$ cat config.mk
export PLATFORM = sky130hd
export DESIGN_NAME = sud_shift_div
export DESIGN_NICKNAME = d
export VERILOG_FILES = /design/src/rtl/core/sud_pkg.sv /design/src/rtl/core/sud_shift_div.sv
export SDC_FILE = /design/constraint.sdc
export NUM_CORES = 1
export LEC_CHECK = 0
export BUFFER_PORTS_ARGS = -buffer_cell sky130_fd_sc_hd__clkbuf_2
export CORE_MARGIN = 1
export CORE_UTILIZATION = 50
export DETAILED_ROUTE_END_ITERATION = 16
export MAX_ROUTING_LAYER = met4
export PLACE_DENSITY = 0.75
export SKIP_CTS_REPAIR_TIMING = 1
export SLEW_MARGIN = 20
export SYNTH_ARGS = -nofsm -noshare
export SYNTH_HDL_FRONTEND = slang
export SYNTH_SLANG_ARGS = --single-unit
$ cat constraint.sdc
create_clock -name clk -period 4.4 [get_ports clk]
set_input_delay 0.22 -clock clk [delete_from_list [all_inputs] [get_ports clk]]
set_output_delay 0.22 -clock clk [all_outputs]
set_load 0.1 [all_outputs]
$ cat src/rtl/core/sud_pkg.sv
// Shared types and constants of the signed/unsigned divider.
package sud_pkg;

  localparam int FIELD_W = 32;

  localparam logic OPC_UNSIGNED = 1'b0;
  localparam logic OPC_SIGNED   = 1'b1;

  typedef enum logic [1:0] {
    ST_IDLE,
    ST_DIVIDE,
    ST_FIXUP
  } sud_state_t;

  typedef struct packed {
    logic load;
    logic step;
  } sud_ctrl_t;

endpackage

$ cat src/rtl/core/sud_shift_div.sv
// Restoring shift-subtract unit: one quotient bit per step, MSB first.
module sud_shift_div import sud_pkg::*; #(
  parameter int DATA_WIDTH = 32
) (
  input  logic                  clk,
  input  sud_ctrl_t             ctrl,
  input  logic [DATA_WIDTH-1:0] num,
  input  logic [DATA_WIDTH-1:0] den,
  output logic [DATA_WIDTH-1:0] quo,
  output logic [DATA_WIDTH-1:0] rem
);

  localparam int W = DATA_WIDTH;

  // Dividend bits leave at the top while quotient bits enter at the bottom.
  logic [W-1:0] nq_r, nq_nxt;
  logic [W-1:0] rem_r, rem_nxt;
  logic [W-1:0] den_r, den_nxt;
  logic [W:0]   partial;
  logic [W+1:0] diff;
  logic         qbit;

  assign partial = {rem_r, nq_r[W-1]};
  assign diff    = {1'b0, partial} - {2'b00, den_r};
  assign qbit    = ~diff[W+1];

  always_comb begin
    nq_nxt  = nq_r;
    rem_nxt = rem_r;
    den_nxt = den_r;
    if (ctrl.load) begin
      nq_nxt  = num;
      rem_nxt = '0;
      den_nxt = den;
    end else if (ctrl.step) begin
      nq_nxt  = {nq_r[W-2:0], qbit};
      rem_nxt = qbit ? diff[W-1:0] : partial[W-1:0];
    end
  end

  always_ff @(posedge clk) begin
    nq_r  <= nq_nxt;
    rem_r <= rem_nxt;
    den_r <= den_nxt;
  end

  assign quo = nq_r;
  assign rem = rem_r;

endmodule

# Word level (Yosys, flattened, before mapping)
# Cells that the tools add are included.
# W data, S select, Z words.
[totals]
regBits = 96
in_bits = 67
output_inout_bits = 64
[op_classes]
addsub = 1
n_mux = 3
bitwise_logic = 1
n_reduce_logical = 1
[ops]
columns = ["operator", "n"]
rows = [
  ["$mux W32", 3],
  ["$sub A33 B32 Y34", 1],
  ["$reduce_bool A2 Y1", 1],
  ["$not A1 Y1", 1],
]

# Depth between registers and ports, before layout
# Gate-level depths: netlist (run 1).
[logic_depth]
ltp_word = 4
ltp_mapped = 12
ltp_nobuf = 12

# Worst setup path before layout (run 1)
# Ideal clock, no wire load.
[synth_path]
path_type = "reg-to-reg"
from = "reg nq_r[31] (netlist: quo[31])"
to = "reg rem_r[20] (netlist: rem[20])"
setup_time_ns = 0.128
arrival_time_ns = 3.158
required_ns = 4.272
slack_ns = 1.114
path_stages_with_launch = 13
n_path_buf = 0
synth_period_minus_slack_ns = 3.286
path_cell_list = "edfxtp_1 -> inv_1 -> ha_1 -> inv_1 -> fa_1 -> a21o_1 -> a31o_1 -> a41oi_2 -> a31oi_1 -> or4b_1 -> a31oi_1 -> xor2_1 -> o31ai_1"
[synth_via]
elab_chain_cells = 2
[synth_lines]
columns = ["element", "line", "text"]
rows = [
  ["from (decl)", "sud_shift_div.sv:16", "logic [W-1:0] nq_r, nq_nxt;"],
  ["from (signal assigned)", "sud_shift_div.sv:42", "nq_r <= nq_nxt;"],
  ["$sub A33 B32 Y34", "sud_shift_div.sv:24", "assign diff = {1'b0, partial} - {2'b00, den_r};"],
  ["$mux W32", "sud_shift_div.sv:37", "rem_nxt = qbit ? diff[W-1:0] : partial[W-1:0];"],
  ["to (signal assigned)", "sud_shift_div.sv:43", "rem_r <= rem_nxt;"],
  ["to (decl)", "sud_shift_div.sv:17", "logic [W-1:0] rem_r, rem_nxt;"],
]
# No other way between the ends.
# A chain may end at the register's enable or synchronous reset.

# Worst setup path after layout (run 1)
# Ends and elaborated chain as after synthesis.

==> report_table.html, run 1 <==
<table>
<tr><th>Metric</th><th>Value</th></tr>
<tr><th colspan="2">Critical path</th></tr>
<tr><td>Flop2flop setup slack</td><td>1190 ps</td></tr>
<tr><td>Type of destination of the critical path</td><td>flop</td></tr>
<tr><td>Cells traversed along the worst timing path</td><td>inv_1 &gt; ha_1 &gt; inv_1 &gt; fa_1 &gt; a21o_1 &gt; a31o_1 &gt; a41oi_2 &gt; a31oi_1 &gt; or4b_1 &gt; a31oi_1 &gt; xor2_1 &gt; o31ai_1</td></tr>
<tr><td>Crit Path Class</td><td>flop to flop</td></tr>
<tr><td>CP delay by family, top</td><td>compound AO/OA/AOI/OAI gates</td></tr>
<tr><td>Worst path bufs/invs</td><td>2</td></tr>
<tr><td>Worst Setup Start Kind</td><td>flop</td></tr>
<tr><td>Highest net fanout along the worst path</td><td>6</td></tr>
<tr><td>Delay contributed by the slowest stage of the critical path</td><td>approximately 540 ps</td></tr>
<tr><td>Arr. time, crit path</td><td>about 3500 ps</td></tr>
<tr><td>Data required, critical path</td><td>4630 ps</td></tr>
<tr><td>Cell at the slowest stage of the critical path</td><td>sky130_fd_sc_hd__or4b_1</td></tr>
<tr><th colspan="2">Clocking</th></tr>
<tr><td>Clock Latency Late Sink</td><td>around 370 ps</td></tr>
<tr><td>Root Buffer Master</td><td>sky130_fd_sc_hd__clkbuf_16</td></tr>
<tr><td>Clock transition at the registers of the reported paths</td><td>approximately 70 ps</td></tr>
<tr><td>Clock tree from TritonCTS</td><td>yes</td></tr>
<tr><td>CTS Sinks</td><td>96</td></tr>
<tr><td>Clock tree buffer depth</td><td>2</td></tr>
<tr><td>CTS buffer count</td><td>9</td></tr>
<tr><td>H-tree lvl count</td><td>3</td></tr>
<tr><th colspan="2">Drt</th></tr>
<tr><td>Final ANT Viol Nets</td><td>0</td></tr>
<tr><td>Total number of vias</td><td>4,835</td></tr>
<tr><td>Highest metal layer with signal wires</td><td>met4</td></tr>
<tr><td>WL met1</td><td>approximately 6.5 mm</td></tr>
<tr><td>Iteration-0 DRC count of the detailed router</td><td>330</td></tr>
<tr><td>Routed length on met3</td><td>928 µm</td></tr>
<tr><td>Amount of wire on met2 after detailed routing</td><td>6.89 mm</td></tr>
<tr><td>Drt wl/cell</td><td>between 15 and 20 µm</td></tr>
<tr><td>DRC violation count after routing</td><td>0</td></tr>
<tr><td>Detailed-route vias per instance</td><td>5.79</td></tr>
<tr><td>DRT Pass-1 Iters</td><td>5</td></tr>
<tr><td>Final routed wirelength across all metal layers</td><td>14.6 mm</td></tr>
<tr><th colspan="2">Floorplanning</th></tr>
<tr><td>Die Height</td><td>around 110 µm</td></tr>
<tr><td>Initial standard-cell utilization of the core</td><td>52.3%</td></tr>
<tr><td>Die width</td><td>around 110 µm</td></tr>
<tr><td>Total I/O pin count</td><td>131</td></tr>
<tr><td>Area of the core</td><td>approximately 0.011 mm²</td></tr>
<tr><td>Total die area</td><td>roughly 0.012 mm²</td></tr>
<tr><td>Number of rows in the core area</td><td>38</td></tr>
<tr><th colspan="2">Layout</th></tr>
<tr><td>Post-route design area</td><td>a little under 0.007 mm²</td></tr>
<tr><td>Post-route insts no fill</td><td>between 800 and 900</td></tr>
<tr><td>Growth of design area from synthesis to finish</td><td>17.3%</td></tr>
<tr><td>Filler instances</td><td>around 950</td></tr>
<tr><td>Area of all sequential standard cells</td><td>between 0.002 and 0.003 mm²</td></tr>
<tr><td>Area taken by multi-input logic gates</td><td>approximately 0.0029 mm²</td></tr>
<tr><td>N_diodes</td><td>0</td></tr>
<tr><td>Layout cell share with drive strength beyond 1</td><td>between 20% and 30%</td></tr>
<tr><td>Total Nets Final</td><td>between 700 and 800</td></tr>
<tr><th colspan="2">Yosys</th></tr>
<tr><td>Warnings, synthesis</td><td>0</td></tr>
<tr><td>Number of different library cells in the post-synthesis netlist</td><td>59</td></tr>
<tr><td>Post-synthesis sequential element count</td><td>96</td></tr>
<tr><td>Total standard cell area after synthesis</td><td>a little under 0.006 mm²</td></tr>
<tr><td>Number of enable flip-flop cells after synthesis</td><td>64</td></tr>
<tr><td>Number of nets produced by synthesis</td><td>between 600 and 700</td></tr>
<tr><td>Synth async-reset ratio</td><td>0%</td></tr>
<tr><td>Count of mapped cells out of synthesis</td><td>between 500 and 600</td></tr>
<tr><td>Share of the yosys chip area belonging to registers</td><td>44.3%</td></tr>
<tr><td>Top flip-flop cell by instance count after synthesis</td><td>sky130_fd_sc_hd__edfxtp_1</td></tr>
<tr><td>Average footprint of a synthesized cell</td><td>between 10 and 15 µm²</td></tr>
<tr><th colspan="2">Place</th></tr>
<tr><td>Estimated wirelength of the detail-placed design</td><td>roughly 11 mm</td></tr>
<tr><td>Post-place instance area</td><td>0.00651 mm²</td></tr>
<tr><td>Pre-CTS setup slack</td><td>1230 ps</td></tr>
<tr><td>Final GP Congestion</td><td>between 0.9 and 1</td></tr>
<tr><td>Number of buffers inserted by port buffering</td><td>130</td></tr>
<tr><td>Number of placed instances with taps included</td><td>just over 800</td></tr>
<tr><th colspan="2">STA</th></tr>
<tr><td>Final worst-path cycle share</td><td>between 70% and 80%</td></tr>
<tr><td>Number of pins with negative max-slew slack in the final report</td><td>0</td></tr>
<tr><td>Measured slew at the worst slew-check pin</td><td>roughly 970 ps</td></tr>
<tr><td>Worst rel slew slack</td><td>a little over a third</td></tr>
<tr><td># setup viols final</td><td>0</td></tr>
<tr><td>PnR worst setup slack</td><td>roughly 1200 ps</td></tr>
<tr><td>Final Hold Vio Count</td><td>0</td></tr>
<tr><td>Setup TNS after final layout</td><td>0 ps</td></tr>
<tr><td>Shortest period the worst path allows</td><td>3210 ps</td></tr>
<tr><td>Fmax</td><td>about 310 MHz</td></tr>
<tr><td>Setup repair after global routing missed its margin</td><td>no</td></tr>
<tr><td>Final Skew</td><td>11.4 ps</td></tr>
<tr><th colspan="2">Outcome</th></tr>
<tr><td>Outcome</td><td>finished clean</td></tr>
<tr><th colspan="2">Power</th></tr>
<tr><td>Total leakage power</td><td>between 3 and 4 nW</td></tr>
<tr><td>Worst IR Drop VDD</td><td>a little under 0.4 mV</td></tr>
<tr><td>Final Total Pwr</td><td>roughly 2.9 mW</td></tr>
<tr><td>Cell Pwr Density</td><td>approximately 430 mW/mm²</td></tr>
<tr><th colspan="2">Global routing</th></tr>
<tr><td>Wire length of the first global-routing pass</td><td>approximately 23 mm</td></tr>
<tr><td>Antenna violations before repair</td><td>0</td></tr>
<tr><td>Via count of the first global-routing pass</td><td>~4.7k</td></tr>
<tr><td>Pin count of the biggest net entering global routing</td><td>61</td></tr>
<tr><td>Total congestion overflow</td><td>0</td></tr>
<tr><td>Total Routing Usage GR</td><td>26.5%</td></tr>
<tr><th colspan="2">Flow run</th></tr>
<tr><td>Max-cap check violation count</td><td>0</td></tr>
<tr><th colspan="2">Worst hold path</th></tr>
<tr><td>Class of the tightest hold or removal check</td><td>input port to flop</td></tr>
</table>
cell families after synthesis:
family | Yosys count | synth area share, %
AO/OA/AOI/OAI | 173 | 21.5
buffers and inverters | 77 | 5.36
adder cells (fa/ha/maj) | 33 | 7.26
XOR/XNOR | 27 | 4.08
multiplexers | 31 | 6.03
flip-flops | 96 | 44.3
AND/OR/NAND/NOR | 140 | 11.6
cells in the mapped netlist, types with 3 or more instances:
| master | instances | area, µm² |
|---|---|---|
| sky130_fd_sc_hd__a21oi_1 | 33 | 165 |
| sky130_fd_sc_hd__ha_1 | 32 | 400 |
| sky130_fd_sc_hd__a211oi_1 | 7 | 52.6 |
| sky130_fd_sc_hd__buf_2 | 4 | 20.0 |
| sky130_fd_sc_hd__o21bai_1 | 3 | 22.5 |
| sky130_fd_sc_hd__a21o_1 | 21 | 158 |
| sky130_fd_sc_hd__a31oi_1 | 8 | 50.1 |
| sky130_fd_sc_hd__and3_1 | 11 | 68.8 |
| sky130_fd_sc_hd__mux2_2 | 31 | 349 |
| sky130_fd_sc_hd__xor2_1 | 6 | 52.6 |
| sky130_fd_sc_hd__nand2_1 | 31 | 116 |
| sky130_fd_sc_hd__nor3_1 | 3 | 15.0 |
| sky130_fd_sc_hd__clkbuf_1 | 22 | 82.6 |
| sky130_fd_sc_hd__o211ai_1 | 6 | 45.0 |
| sky130_fd_sc_hd__edfxtp_1 | 64 | 1920 |
| sky130_fd_sc_hd__nor2b_1 | 3 | 18.8 |
| sky130_fd_sc_hd__a211o_1 | 3 | 26.3 |
| sky130_fd_sc_hd__inv_1 | 44 | 165 |
| sky130_fd_sc_hd__o21ai_1 | 24 | 120 |
| sky130_fd_sc_hd__o31ai_1 | 4 | 30.0 |
| sky130_fd_sc_hd__o21a_1 | 3 | 22.5 |
| sky130_fd_sc_hd__nand4_1 | 6 | 37.5 |
| sky130_fd_sc_hd__nand2b_1 | 4 | 25.0 |
| sky130_fd_sc_hd__buf_1 | 4 | 15.0 |
| sky130_fd_sc_hd__a311oi_1 | 18 | 158 |
| sky130_fd_sc_hd__nor2_1 | 41 | 154 |
| sky130_fd_sc_hd__dfxtp_1 | 32 | 641 |
| sky130_fd_sc_hd__nand3_1 | 29 | 145 |
| sky130_fd_sc_hd__xnor2_1 | 21 | 184 |
| sky130_fd_sc_hd__o21ai_0 | 17 | 85.1 |
| sky130_fd_sc_hd__and2_1 | 4 | 25.0 |
| sky130_fd_sc_hd__a41oi_1 | 4 | 35.0 |
cells in the final DEF, fill, tap and decap left out, types with 4 or more instances in the layout:
master	count
sky130_fd_sc_hd__dfxtp_1	32
sky130_fd_sc_hd__a311oi_1	18
sky130_fd_sc_hd__buf_4	6
sky130_fd_sc_hd__xnor2_1	21
sky130_fd_sc_hd__a41oi_1	4
sky130_fd_sc_hd__a21o_1	21
sky130_fd_sc_hd__a31oi_1	8
sky130_fd_sc_hd__clkbuf_16	9
sky130_fd_sc_hd__inv_1	43
sky130_fd_sc_hd__ha_1	32
sky130_fd_sc_hd__o31ai_1	4
sky130_fd_sc_hd__and2_1	4
sky130_fd_sc_hd__nand2b_1	4
sky130_fd_sc_hd__nand2_1	31
sky130_fd_sc_hd__and3_1	11
sky130_fd_sc_hd__nand3_1	29
sky130_fd_sc_hd__clkbuf_2	129
sky130_fd_sc_hd__edfxtp_1	64
sky130_fd_sc_hd__nand4_1	6
sky130_fd_sc_hd__mux2_2	31
sky130_fd_sc_hd__o21ai_1	24
sky130_fd_sc_hd__a211oi_1	7
sky130_fd_sc_hd__o21ai_0	17
sky130_fd_sc_hd__a21oi_1	33
sky130_fd_sc_hd__xor2_1	6
sky130_fd_sc_hd__o211ai_1	6
sky130_fd_sc_hd__nor2_1	41
sequential cells by signal (all words and copies together), names as in the netlist:
name,count
rem,32
den_r,32
quo,32
report_power, final:
part,switching (mW),total (mW),internal [mW]
combinational,0.762,1.04,0.273
sequential,0.0547,1.11,1.05
clock,0.380,0.773,0.393
path summary, 6_finish.rpt:
| kind | endpoint | cells after the start | startpoint |
|---|---|---|---|
| worst min register to register | rem[31]$_SDFFE_PP0P_ | 2 | rem[31]$_SDFFE_PP0P_ |
| worst max-delay path | rem[20]$_SDFFE_PP0P_ | 12 | quo[31]$_DFFE_PP_ |
| worst max register to register | rem[20]$_SDFFE_PP0P_ | 12 | quo[31]$_DFFE_PP_ |
| worst min-delay path | den_r[4]$_DFFE_PP_ | 1 | den[4] |
layout make-up:
type,instances,area share (%)
Inverter,44,2.43
Clock inverter,6,0.774
Multi-Input combinational cell,404,43.0
Timing Repair Buffer,135,10.2
Tap cell,140,2.58
Sequential cell,96,37.7
Clock buffer,10,3.37
routing by layer:
layer / track usage (%) / vias to the layer above
met1: 32.9 / 2275
met3: 7.35 / 18
li1: - / 2387
met4: 7.81 / 0
met2: 42.4 / 155
met5: - / -
metrics by stage:
step,utilization [%],hold slack (ps)
6_report,61.3,29.1
5_1_grt,61.3,15.8
4_1_cts,61.3,13.4
3_5_place_dp,58.8,399
3_3_place_gp,58.8,396
2_1_floorplan,-,319
(Power assumes the default switching activity.)
==> run 2, diff against run 1 <==
--- a/config.mk
+++ b/config.mk
@@ -5,12 +5,13 @@
 export SDC_FILE = /design/constraint.sdc
 export NUM_CORES = 1
 export LEC_CHECK = 0
+export ABC_AREA = 1
 export BUFFER_PORTS_ARGS = -buffer_cell sky130_fd_sc_hd__clkbuf_2
 export CORE_MARGIN = 1
 export CORE_UTILIZATION = 50
 export DETAILED_ROUTE_END_ITERATION = 16
 export MAX_ROUTING_LAYER = met4
-export PLACE_DENSITY = 0.75
+export PLACE_DENSITY = 0.76
 export SKIP_CTS_REPAIR_TIMING = 1
 export SLEW_MARGIN = 20
 export SYNTH_ARGS = -nofsm -noshare
==> constraint.sdc (replaced) <==
create_clock -name clk -period 2.7 [get_ports clk]
set_input_delay 0.135 -clock clk [delete_from_list [all_inputs] [get_ports clk]]
set_output_delay 0.135 -clock clk [all_outputs]
set_load 0.1 [all_outputs]
==> run 2 against run 1 <==
Effect of this change:
- synthesized cell count increased by 65%
- setup slack got worse by 790 ps
- final area grew 17%
- sequential cell count is the same
- power grew 30%
- global-route usage grew 1.6 points
- sequential share of layout area fell by 5.6 points
- fmax up 40%
- clock-buffer cell count down 1
- register-to-register slack lost 790 ps
- clock skew shrank 5.4 ps
- final cell count is 55% higher
- largest cell class unchanged
==> report_table.html, run 2 <==
<table>
<tr><th>Metric</th><th>Value</th></tr>
<tr><th colspan="2">Power</th></tr>
<tr><td>Cell Pwr Density</td><td>477 mW/mm² (+11%)</td></tr>
<tr><td>Final Total Pwr</td><td>3.80 mW (+30%)</td></tr>
<tr><td>Worst IR Drop VDD</td><td>0.441 mV (+11%)</td></tr>
<tr><td>Total leakage power</td><td>4.47 nW (+48%)</td></tr>
<tr><th colspan="2">STA</th></tr>
<tr><td>Number of pins with negative max-slew slack in the final report</td><td>0 (unchanged)</td></tr>
<tr><td>Setup TNS after final layout</td><td>0 ps (unchanged)</td></tr>
<tr><td>Final Hold Vio Count</td><td>0 (unchanged)</td></tr>
<tr><td>Final worst-path cycle share</td><td>85.3% (+12 points)</td></tr>
<tr><td>Shortest period the worst path allows</td><td>2300 ps (-912 ps)</td></tr>
<tr><td>Measured slew at the worst slew-check pin</td><td>642 ps (-323 ps)</td></tr>
<tr><td>Worst rel slew slack</td><td>57.2% (+22 points)</td></tr>
<tr><td>Fmax</td><td>434 MHz (+40%)</td></tr>
<tr><td># setup viols final</td><td>0 (unchanged)</td></tr>
<tr><td>Final Skew</td><td>6.04 ps (-5.35 ps)</td></tr>
<tr><td>Setup repair after global routing missed its margin</td><td>no</td></tr>
<tr><th colspan="2">Yosys</th></tr>
<tr><td>Warnings, synthesis</td><td>0 (unchanged)</td></tr>
<tr><td>Top flip-flop cell by instance count after synthesis</td><td>sky130_fd_sc_hd__edfxtp_1</td></tr>
<tr><td>Area fraction of the dominant cell type after synthesis</td><td>29.4% (-3.8 points)</td></tr>
<tr><td>Synth async-reset ratio</td><td>0% (unchanged)</td></tr>
<tr><td>Most frequent cell after synthesis</td><td>sky130_fd_sc_hd__nand2_1</td></tr>
<tr><td>Number of different library cells in the post-synthesis netlist</td><td>34 (-42%)</td></tr>
<tr><td>Number of enable flip-flop cells after synthesis</td><td>64 (unchanged)</td></tr>
<tr><td>Share of the yosys chip area belonging to registers</td><td>39.2% (-5.1 points)</td></tr>
<tr><td>Top cell types by occurrence after synthesis</td><td>sky130_fd_sc_hd__nand2_1, sky130_fd_sc_hd__inv_1, sky130_fd_sc_hd__nand3_1</td></tr>
<tr><td>Average footprint of a synthesized cell</td><td>6.86 µm² (-32%)</td></tr>
<tr><td>Number of nets produced by synthesis</td><td>1,053 (+56%)</td></tr>
<tr><td>Count of mapped cells out of synthesis</td><td>953 (+65%)</td></tr>
<tr><td>Total standard cell area after synthesis</td><td>0.00654 mm² (+13%)</td></tr>
<tr><td>Leading area contributor after synthesis</td><td>sky130_fd_sc_hd__edfxtp_1</td></tr>
<tr><td>Post-synthesis sequential element count</td><td>96 (unchanged)</td></tr>
<tr><td>Dominant cells by area after synthesis</td><td>sky130_fd_sc_hd__edfxtp_1, sky130_fd_sc_hd__nand2_1, sky130_fd_sc_hd__inv_1</td></tr>
<tr><th colspan="2">Critical path</th></tr>
<tr><td>Worst path bufs/invs</td><td>1 (-1)</td></tr>
<tr><td>Data required, critical path</td><td>2950 ps (-1680 ps)</td></tr>
<tr><td>Crit Path Class</td><td>flop to flop</td></tr>
<tr><td>Most frequent cell on the critical path</td><td>sky130_fd_sc_hd__nand2_2</td></tr>
<tr><td>Cells traversed along the worst timing path</td><td>inv_1 &gt; ha_1 &gt; nand2_2 &gt; nor2_2 &gt; nand3_1 &gt; nand3_2 &gt; nand2_2 &gt; nand2_2 &gt; nand2_4 &gt; nand2_4 &gt; nand3_1 &gt; nand2_1 &gt; nand2_1</td></tr>
<tr><td>Cell at the slowest stage of the critical path</td><td>sky130_fd_sc_hd__ha_1</td></tr>
<tr><td>Highest net fanout along the worst path</td><td>31 (+25)</td></tr>
<tr><td>CP delay by family, top</td><td>simple AND/OR/NAND/NOR gates</td></tr>
<tr><td>Worst Setup Start Kind</td><td>flop</td></tr>
<tr><td>Delay contributed by the slowest stage of the critical path</td><td>370 ps (-170 ps)</td></tr>
<tr><td>Type of destination of the critical path</td><td>flop</td></tr>
<tr><td>Arr. time, crit path</td><td>2550 ps (-900 ps)</td></tr>
<tr><th colspan="2">Global routing</th></tr>
<tr><td>Pin count of the biggest net entering global routing</td><td>54 (-11%)</td></tr>
<tr><td>Antenna violations before repair</td><td>0 (unchanged)</td></tr>
<tr><td>Total congestion overflow</td><td>0 (unchanged)</td></tr>
<tr><td>Wire length of the first global-routing pass</td><td>28.1 mm (+20%)</td></tr>
<tr><td>Total Routing Usage GR</td><td>28.2% (+1.6 points)</td></tr>
<tr><td>Via count of the first global-routing pass</td><td>5,866 (+26%)</td></tr>
<tr><th colspan="2">Place</th></tr>
<tr><td>Estimated wirelength of the detail-placed design</td><td>13.4 mm (+27%)</td></tr>
<tr><td>Number of buffers inserted by port buffering</td><td>130 (unchanged)</td></tr>
<tr><td>Final GP Congestion</td><td>0.973 (+4.4%)</td></tr>
<tr><td>Number of placed instances with taps included</td><td>1,243 (+52%)</td></tr>
<tr><th colspan="2">Layout</th></tr>
<tr><td>N_diodes</td><td>0 (unchanged)</td></tr>
<tr><td>Total Nets Final</td><td>1,214 (+54%)</td></tr>
<tr><td>Layout cell share with drive strength beyond 1</td><td>16.3% (-12 points)</td></tr>
<tr><td>Growth of design area from synthesis to finish</td><td>21.8%</td></tr>
<tr><td>Commonest non-fill, non-tap cell in the layout</td><td>sky130_fd_sc_hd__nand2_1</td></tr>
<tr><td>Core utilization of the finished layout</td><td>62.9% (+1.6 points)</td></tr>
<tr><td>Top library cells by usage in the layout, fill and taps aside</td><td>sky130_fd_sc_hd__nand2_1, sky130_fd_sc_hd__inv_1, sky130_fd_sc_hd__clkbuf_2</td></tr>
<tr><td>Post-route insts no fill</td><td>1,291 (+55%)</td></tr>
<tr><th colspan="2">Floorplanning</th></tr>
<tr><td>Die Height</td><td>116 µm (+6.2%)</td></tr>
<tr><td>Die width</td><td>116 µm (+6.2%)</td></tr>
<tr><td>Area of the core</td><td>0.0127 mm² (+14%)</td></tr>
<tr><td>Total I/O pin count</td><td>131 (unchanged)</td></tr>
<tr><td>Total die area</td><td>0.0135 mm² (+13%)</td></tr>
<tr><td>Initial standard-cell utilization of the core</td><td>51.6% (-0.66 points)</td></tr>
<tr><td>Number of rows in the core area</td><td>41 (+7.9%)</td></tr>
<tr><th colspan="2">Drt</th></tr>
<tr><td>DRC violation count after routing</td><td>0 (unchanged)</td></tr>
<tr><td>Total number of vias</td><td>6,353 (+31%)</td></tr>
<tr><td>Detailed-route vias per instance</td><td>4.92 (-15%)</td></tr>
<tr><td>Final routed wirelength across all metal layers</td><td>17.7 mm (+21%)</td></tr>
<tr><td>Drt wl/cell</td><td>13.7 µm (-22%)</td></tr>
<tr><td>Iteration-0 DRC count of the detailed router</td><td>496 (+50%)</td></tr>
<tr><td>Final ANT Viol Nets</td><td>0 (unchanged)</td></tr>
<tr><td>DRT Pass-1 Iters</td><td>5 (unchanged)</td></tr>
<tr><th colspan="2">Clocking</th></tr>
<tr><td>Clock transition at the registers of the reported paths</td><td>70 ps (about the same)</td></tr>
<tr><td>H-tree lvl count</td><td>3 (unchanged)</td></tr>
<tr><td>CTS buffer count</td><td>9 (unchanged)</td></tr>
<tr><td>CTS Sinks</td><td>96 (unchanged)</td></tr>
<tr><td>Root Buffer Master</td><td>sky130_fd_sc_hd__clkbuf_16</td></tr>
<tr><td>Clock tree from TritonCTS</td><td>yes</td></tr>
<tr><td>Clock tree buffer depth</td><td>2 (unchanged)</td></tr>
<tr><td>Clock Latency Late Sink</td><td>350 ps (-20 ps)</td></tr>
<tr><th colspan="2">Outcome</th></tr>
<tr><td>Outcome</td><td>finished clean</td></tr>
<tr><th colspan="2">Flow run</th></tr>
<tr><td>Max-cap check violation count</td><td>0 (unchanged)</td></tr>
<tr><th colspan="2">Worst hold path</th></tr>
<tr><td>Class of the tightest hold or removal check</td><td>input port to flop</td></tr>
</table>
==> run 2: changes by cell type in the layout (fill, tap and decap cells not counted), moves of 14 or more <==
cell | before | now
sky130_fd_sc_hd__inv_1 | 43 | 172
sky130_fd_sc_hd__a21oi_1 | 33 | 19
sky130_fd_sc_hd__o21ai_0 | 17 | 0
sky130_fd_sc_hd__nand2_1 | 31 | 399
sky130_fd_sc_hd__a21o_1 | 21 | 0
sky130_fd_sc_hd__mux2_2 | 31 | 0
sky130_fd_sc_hd__a311oi_1 | 18 | 0
sky130_fd_sc_hd__dlygate4sd3_1 | 0 | 32
sky130_fd_sc_hd__nand3_1 | 29 | 85
==> run 2: path summary, 6_finish.rpt <==
check                  startpoint              endpoint  slack [ps]  cells past startpoint
max reg2reg    den_r[8]$_DFFE_PP_  rem[27]$_SDFFE_PP0P_         400                     13
max            den_r[8]$_DFFE_PP_  rem[27]$_SDFFE_PP0P_         400                     13
min reg2reg  rem[21]$_SDFFE_PP0P_  rem[21]$_SDFFE_PP0P_         490                      2
min                       num[30]     quo[30]$_DFFE_PP_          50                      3
==> run 2: power by group <==
part           switching, mW  internal (mW)  leakage (nW)
combinational          0.655          0.204          3.43
sequential            0.0429           1.67         0.906
clock                  0.591          0.635         0.139
==> run 2: cells by family after synthesis <==
| logic type | after synthesis | synth area share [%] |
|---|---|---|
| AOI/OAI and AO/OA | 39 | 3.31 |
| buffers and inverters | 204 | 12.4 |
| xor gates and xnor gates | 15 | 2.01 |
| DFF | 96 | 39.2 |
| adders and majority gates | 33 | 6.43 |
| and+or+nand+nor | 566 | 36.6 |
==> run 2: metrics by stage <==
step	hold WS, ps	setup slack, ps	cell area, µm²
after floorplan	234	83.5	6540
after global placement	311	442	7370
after detailed placement	314	437	7370
after CTS	-56.5	416	7650
after global routing	51.9	183	7970
final	47.0	397	7970
==> run 2: area by class of cell <==
class	instances	area [µm²]
multi-input combinational	653	3170
clock inverter	7	55.1
sequential	96	2560
inverter	182	683
fill	1201	4700
clock buffer	9	225
tap	172	215
timing repair buffer	172	1060
==> run 2: per-layer routing <==
metal  share of wire, %  track usage [%]  vias up  routed length (µm)
met5                  0                -        -                   0
li1                   -                -     3267                   -
met4                2.4             10.1        0                 426
met2                 45             43.8      212                7950
met3                7.0             6.18       34                1230
met1                 46             36.1     2840                8090
==> run 2: worst register-to-register path, cell delays in order, from the launching register on <==
cell and delay [ps]:
sky130_fd_sc_hd__edfxtp_1 330, sky130_fd_sc_hd__inv_1 40, sky130_fd_sc_hd__ha_1 370, sky130_fd_sc_hd__nand2_2 100, sky130_fd_sc_hd__nor2_2 190, sky130_fd_sc_hd__nand3_1 170
sky130_fd_sc_hd__nand3_2 160, sky130_fd_sc_hd__nand2_2 80, sky130_fd_sc_hd__nand2_2 90, sky130_fd_sc_hd__nand2_4 80, sky130_fd_sc_hd__nand2_4 310, sky130_fd_sc_hd__nand3_1 160
sky130_fd_sc_hd__nand2_1 90, sky130_fd_sc_hd__nand2_1 50
